File: src/rtl/spc_pkg.sv
// Shared types and constants for the shortest-path counter.
`default_nettype none
package spc_pkg;
    localparam logic [1:0] ACT_ADD   = 2'd0;
    localparam logic [1:0] ACT_QUERY = 2'd1;
    localparam logic [1:0] ACT_CLEAR = 2'd2;
    localparam logic [1:0] ACT_NONE  = 2'd3;

    localparam logic [1:0] ERR_OK    = 2'd0;
    localparam logic [1:0] ERR_RANGE = 2'd1;
    localparam logic [1:0] ERR_FULL  = 2'd2;

    // controller to datapath
    typedef struct packed {
        logic take;        // latch the input transaction
        logic store_edge;  // write edge store, bump total
        logic clear_edges;
        logic clr_vtx;     // write zero at clear pointer
        logic init_src;    // seed source vertex, queue
        logic pop;         // read next queue entry
        logic cur_load;    // capture popped vertex info
        logic edge_rd;     // issue edge read
        logic nb_rd;       // read neighbour state
        logic nb_upd;      // apply update
        logic finish_rd;   // read target state
        logic emit;        // drive result
        logic [1:0] emit_err;
        logic emit_query;
    } spc_cmd_t;

    // datapath to controller
    typedef struct packed {
        logic range_bad;
        logic store_full;
        logic clr_done;
        logic queue_empty;
        logic edges_done;
        logic is_query;
        logic [1:0] action;
        logic side_b;      // second endpoint of current edge pending
        logic hit_a;
        logic hit_b;
    } spc_sts_t;
endpackage
`default_nettype wire

File: src/rtl/spc_ctrl.sv
// Sequencer for edge loads, clears and breadth-first queries.
`default_nettype none
module spc_ctrl
    import spc_pkg::*;
(
    input  wire logic clk,
    input  wire logic rst_n,
    input  wire logic start,
    output logic      busy,
    output logic      done,
    input  wire spc_sts_t sts,
    output spc_cmd_t  cmd
);
    localparam logic [3:0] S_IDLE  = 4'd0;
    localparam logic [3:0] S_DEC   = 4'd1;
    localparam logic [3:0] S_CLR   = 4'd2;
    localparam logic [3:0] S_POP   = 4'd3;
    localparam logic [3:0] S_CUR   = 4'd4;
    localparam logic [3:0] S_CUR2  = 4'd5;
    localparam logic [3:0] S_EDGE  = 4'd6;
    localparam logic [3:0] S_CHK   = 4'd7;
    localparam logic [3:0] S_NBRD  = 4'd8;
    localparam logic [3:0] S_NBUPD = 4'd9;
    localparam logic [3:0] S_FIN   = 4'd10;
    localparam logic [3:0] S_FIN2  = 4'd11;
    localparam logic [3:0] S_OUT   = 4'd12;
    localparam logic [3:0] S_WB    = 4'd13;

    logic [3:0] state_reg, state_next;
    logic done_reg;

    always_ff @(posedge clk or negedge rst_n)
    begin
        if (!rst_n)
        begin
            state_reg <= S_IDLE;
            done_reg  <= 1'b0;
        end
        else
        begin
            state_reg <= state_next;
            done_reg  <= cmd.emit;
        end
    end

    assign busy = (state_reg != S_IDLE);
    assign done = done_reg;

    always_comb
    begin
        cmd = '0;
        state_next = state_reg;
        unique case (state_reg)
            S_IDLE:
            begin
                cmd.take = start;
                if (start)
                    state_next = S_DEC;
            end
            S_DEC:
            begin
                priority if (sts.action == ACT_NONE)
                    state_next = S_IDLE;
                else if (sts.action == ACT_CLEAR)
                begin
                    cmd.clear_edges = 1'b1;
                    cmd.emit = 1'b1;
                    cmd.emit_err = ERR_OK;
                    state_next = S_WB;
                end
                else if (sts.range_bad)
                begin
                    cmd.emit = 1'b1;
                    cmd.emit_err = ERR_RANGE;
                    state_next = S_WB;
                end
                else if (!sts.is_query)
                begin
                    cmd.store_edge = !sts.store_full;
                    cmd.emit = 1'b1;
                    cmd.emit_err = sts.store_full ? ERR_FULL : ERR_OK;
                    state_next = S_WB;
                end
                else
                    state_next = S_CLR;
            end
            S_CLR:
            begin
                if (sts.clr_done)
                begin
                    cmd.init_src = 1'b1;
                    state_next = S_POP;
                end
                else
                    cmd.clr_vtx = 1'b1;
            end
            S_POP:
            begin
                if (sts.queue_empty)
                begin
                    cmd.finish_rd = 1'b1;
                    state_next = S_FIN;
                end
                else
                begin
                    cmd.pop = 1'b1;
                    state_next = S_CUR;
                end
            end
            S_CUR:
            begin
                cmd.cur_load = 1'b1;
                state_next = S_CUR2;
            end
            S_CUR2:
                state_next = S_EDGE;
            S_EDGE:
            begin
                if (sts.edges_done)
                    state_next = S_POP;
                else
                begin
                    cmd.edge_rd = 1'b1;
                    state_next = S_CHK;
                end
            end
            S_CHK:
            begin
                // first the x==cur side, then y==cur
                if ((!sts.side_b && sts.hit_a) || (sts.side_b && sts.hit_b))
                    state_next = S_NBRD;
                else if (!sts.side_b && sts.hit_b)
                    state_next = S_NBRD;
                else
                    state_next = S_EDGE;
            end
            S_NBRD:
            begin
                cmd.nb_rd = 1'b1;
                state_next = S_NBUPD;
            end
            S_NBUPD:
            begin
                cmd.nb_upd = 1'b1;
                state_next = (sts.side_b && sts.hit_a && sts.hit_b) ? S_CHK : S_EDGE;
            end
            S_FIN:
                state_next = S_FIN2;
            S_FIN2:
            begin
                cmd.emit = 1'b1;
                cmd.emit_query = 1'b1;
                cmd.emit_err = ERR_OK;
                state_next = S_WB;
            end
            S_WB:
                state_next = S_IDLE;
            default:
                state_next = S_IDLE;
        endcase
    end
endmodule
`default_nettype wire
File: config.mk
export PLATFORM = sky130hd
export DESIGN_NAME = spc_ctrl
export DESIGN_NICKNAME = d
export VERILOG_FILES = /design/src/rtl/spc_pkg.sv /design/src/rtl/spc_ctrl.sv
export SDC_FILE = /design/constraint.sdc
export NUM_CORES = 1
export LEC_CHECK = 0
export ABC_AREA = 1
export BUFFER_PORTS_ARGS = -buffer_cell sky130_fd_sc_hd__buf_2
export CORE_AREA = 2 2 39 41
export CTS_BUF_LIST = sky130_fd_sc_hd__clkbuf_8
export CTS_CLUSTER_DIAMETER = 30
export DETAILED_ROUTE_END_ITERATION = 16
export DIE_AREA = 0 0 41 43
export PLACE_DENSITY = 0.8
export SLEW_MARGIN = 20
export SYNTH_ARGS = -nofsm -noshare
export SYNTH_HDL_FRONTEND = slang
export SYNTH_SLANG_ARGS = --single-unit
export TNS_END_PERCENT = 100
File: constraint.sdc
create_clock -name clk -period 2.5 [get_ports clk]
set_input_delay 0 -clock clk [delete_from_list [all_inputs] [get_ports clk]]
set_output_delay 0 -clock clk [all_outputs]
set_load 0.01 [all_outputs]
==> flow_summary.yaml <==
run_status:
  outcome: "finished clean"
logic_synthesis:
  yosys-top-cells-area: "dfrtp_1, nand2_1, nor2_1"
  synthesis.area_um2: 475
  yosysSeqAreaShare_pct: 26.3
  syn_area_per_cell_um2: 5.66
  synth_area_leader_cell: "dfrtp_1"
  yosysTopAreaCellShare_pct: 26.3
  syn_inst: 84
  syn_nets: 98
  ys_seq_elements: 5
  ys_warn_count: 0
  ys_types: 16
setup_path:
  worstPathMaxFanout: 5
  r2r_cells: 7
  cp-end-kind: "primary output"
  cpMaxStageDelayCell: "dfrtp_1"
  path_cells: "inv_2 > nand2_1 > nor2_4 > nand3_2 > o21ai_0 > buf_2"
  startpoint_type: "flip-flop"
  max_stage_delay_ps: 450
  worstPathArrival_ps: 1440
  cp.required_ps: 2500
  critPathKind: "flip-flop to primary output"
sta:
  drv_slew: 0
  grt_setup_unrepaired: "false"
  layout_min_cycle_time_ps: 1440
  tns_ps: 0
  max_freq_mhz: 694
  setup_viol: 0
  clock_skew_ps: 4.15
  finalCritPeriodShare_pct: 57.7
  worst_pin_slew_ps: 246
  relSlewSlack_pct: 83.6
  finalHoldViolCount: 0
global_route:
  grt_first_pass_wirelength_um: 1980
  track_usage_pct: 16.2
  grt_pass1_vias: 490
  grt_overflow: 0
  antenna_found_initial: 0
  grt_max_degree: 7
floorplan:
  fp.dieH_um: 43
  start_util_pct: 34.4
  core-area_um2: 1380
  dieArea_um2: 1760
  io_pins: 31
  rows: 14
  dieWidth_um: 41
drt:
  antenna_left: 0
  first_pass_iters: 4
  drt-total-wl_um: 1180
  avgViaCountPerCell: 4.39
  route.detailed.drc: 0
  drt_iter0_drc: 7
  via_count: 592
  wire_per_inst_um: 8.75
min_path:
  hold_class: "primary input to flip-flop"
  hold_depth: 5
clock_tree:
  cts_sinks: 5
  cts_tree: "built"
  clock_tree.root_cell: "clkbuf_8"
  path_clk_slew_ps: 40
  cts_buffers: 3
  clockBufferDepth: 2
  cts_htree_levels: 1
  cts-resized-gates: 0
  clock_latency_ps: 220
final_layout:
  syn2layout_area_growth_pct: 47.4
  antennaDiodeCount: 0
  largest_reg_flops: 4
  final_common_cell: "buf_2"
  layout_common_cells: "buf_2, nor2_1, nand2_1, inv_1, dfrtp_1"
  nets: 134
  drive_gt1_share_pct: 36.1
power:
  finalPower_uw: 729
  ir_drop_v: 0.000547
  power_density_nw_per_um2: 1040
  power_leakage_nw: 0.430
place:
  dpl.hpwl_um: 1020
  gp_congestion: 0.867
  port_buffers: 30
flow_run:
  max-cap-violations: 0
==> where the power goes <==
part | internal (mW) | leakage (nW) | total (mW) | switching, mW
clock network | 0.105 | 0.0269 | 0.148 | 0.0420
registers | 0.120 | 0.0632 | 0.168 | 0.0477
logic | 0.151 | 0.340 | 0.414 | 0.262
total | 0.377 | 0.430 | 0.729 | 0.352
==> worst max-delay path: cells and delay by family, from the launching register on <==
kind | cells | cell delay [ps]
AO/OA/AOI/OAI | 1 | 120
flip-flops | 1 | 450
AND/OR/NAND/NOR | 3 | 380
buffers and inverters | 2 | 290
==> logic make-up (layout without fill, tap and decap cells) <==
kind of cell | Yosys count | in the layout | synth area share (%)
DFF | 5 | 5 | 26.3
and+or+nand+nor | 60 | 60 | 56.8
buffers and inverters | 14 | 49 | 11.1
AOI/OAI and AO/OA | 5 | 5 | 5.79
==> area by class of cell <==
cell class	instances	area (um^2)
sequential	5	125
fill	156	683
timing repair buffer	31	160
inverter	14	52.6
clock buffer	3	41.3
tap	16	20.0
clock inverter	1	3.75
multi-input combinational	65	298
==> timing repair <==
action | CTS | global route
buffers inserted | 0 | 0
hold endpoints to repair | 5 | 0
hold buffers | 1 | 0
==> synth_stat cells <==
cell type	number
a21oi_1	1
inv_2	3
nand2_1	22
nor2_4	2
nand4_1	1
nand3_2	1
nor2_1	22
nor3_1	3
dfrtp_1	5
nor2_2	3
nor2b_1	1
nand2_2	1
inv_1	11
a22oi_1	1
o21ai_0	3
nand3_1	4
==> through the flow <==
step           utilization, %  hold slack [ps]  std cells  worst slack [ps]  instance area (um^2)
5_1_grt                  50.6              126        135               933                   701
4_1_cts                  50.6              107        135              1040                   701
3_5_place_dp             46.7             -177        130              1300                   646
2_1_floorplan               -             -296         84              1350                   475
6_report                 50.6              103        135              1060                   701
3_3_place_gp             46.7             -180        130              1300                   646
==> layer usage <==
layer | routed length, um | up-vias | part of all wire [%] | GRT usage, %
li1 | - | 325 | - | -
met5 | 0 | - | 0 | 0
met4 | 19 | 0 | 1.6 | 6.00
met3 | 72 | 2 | 6.1 | 3.14
met2 | 548 | 20 | 46 | 23.8
met1 | 540 | 245 | 46 | 22.7
==> worst paths after layout <==
path                         startpoint      endpoint  slack (ps)
max                        state_reg[1]        cmd[3]        1060
min                               start  state_reg[0]         100
max reg2reg                state_reg[1]  state_reg[0]        1320
min reg2reg                state_reg[1]          done         720
max in group asynchronous         rst_n  state_reg[1]        2240
min in group asynchronous         rst_n          done         120
Note: power is estimated with default switching activity, not from simulation.
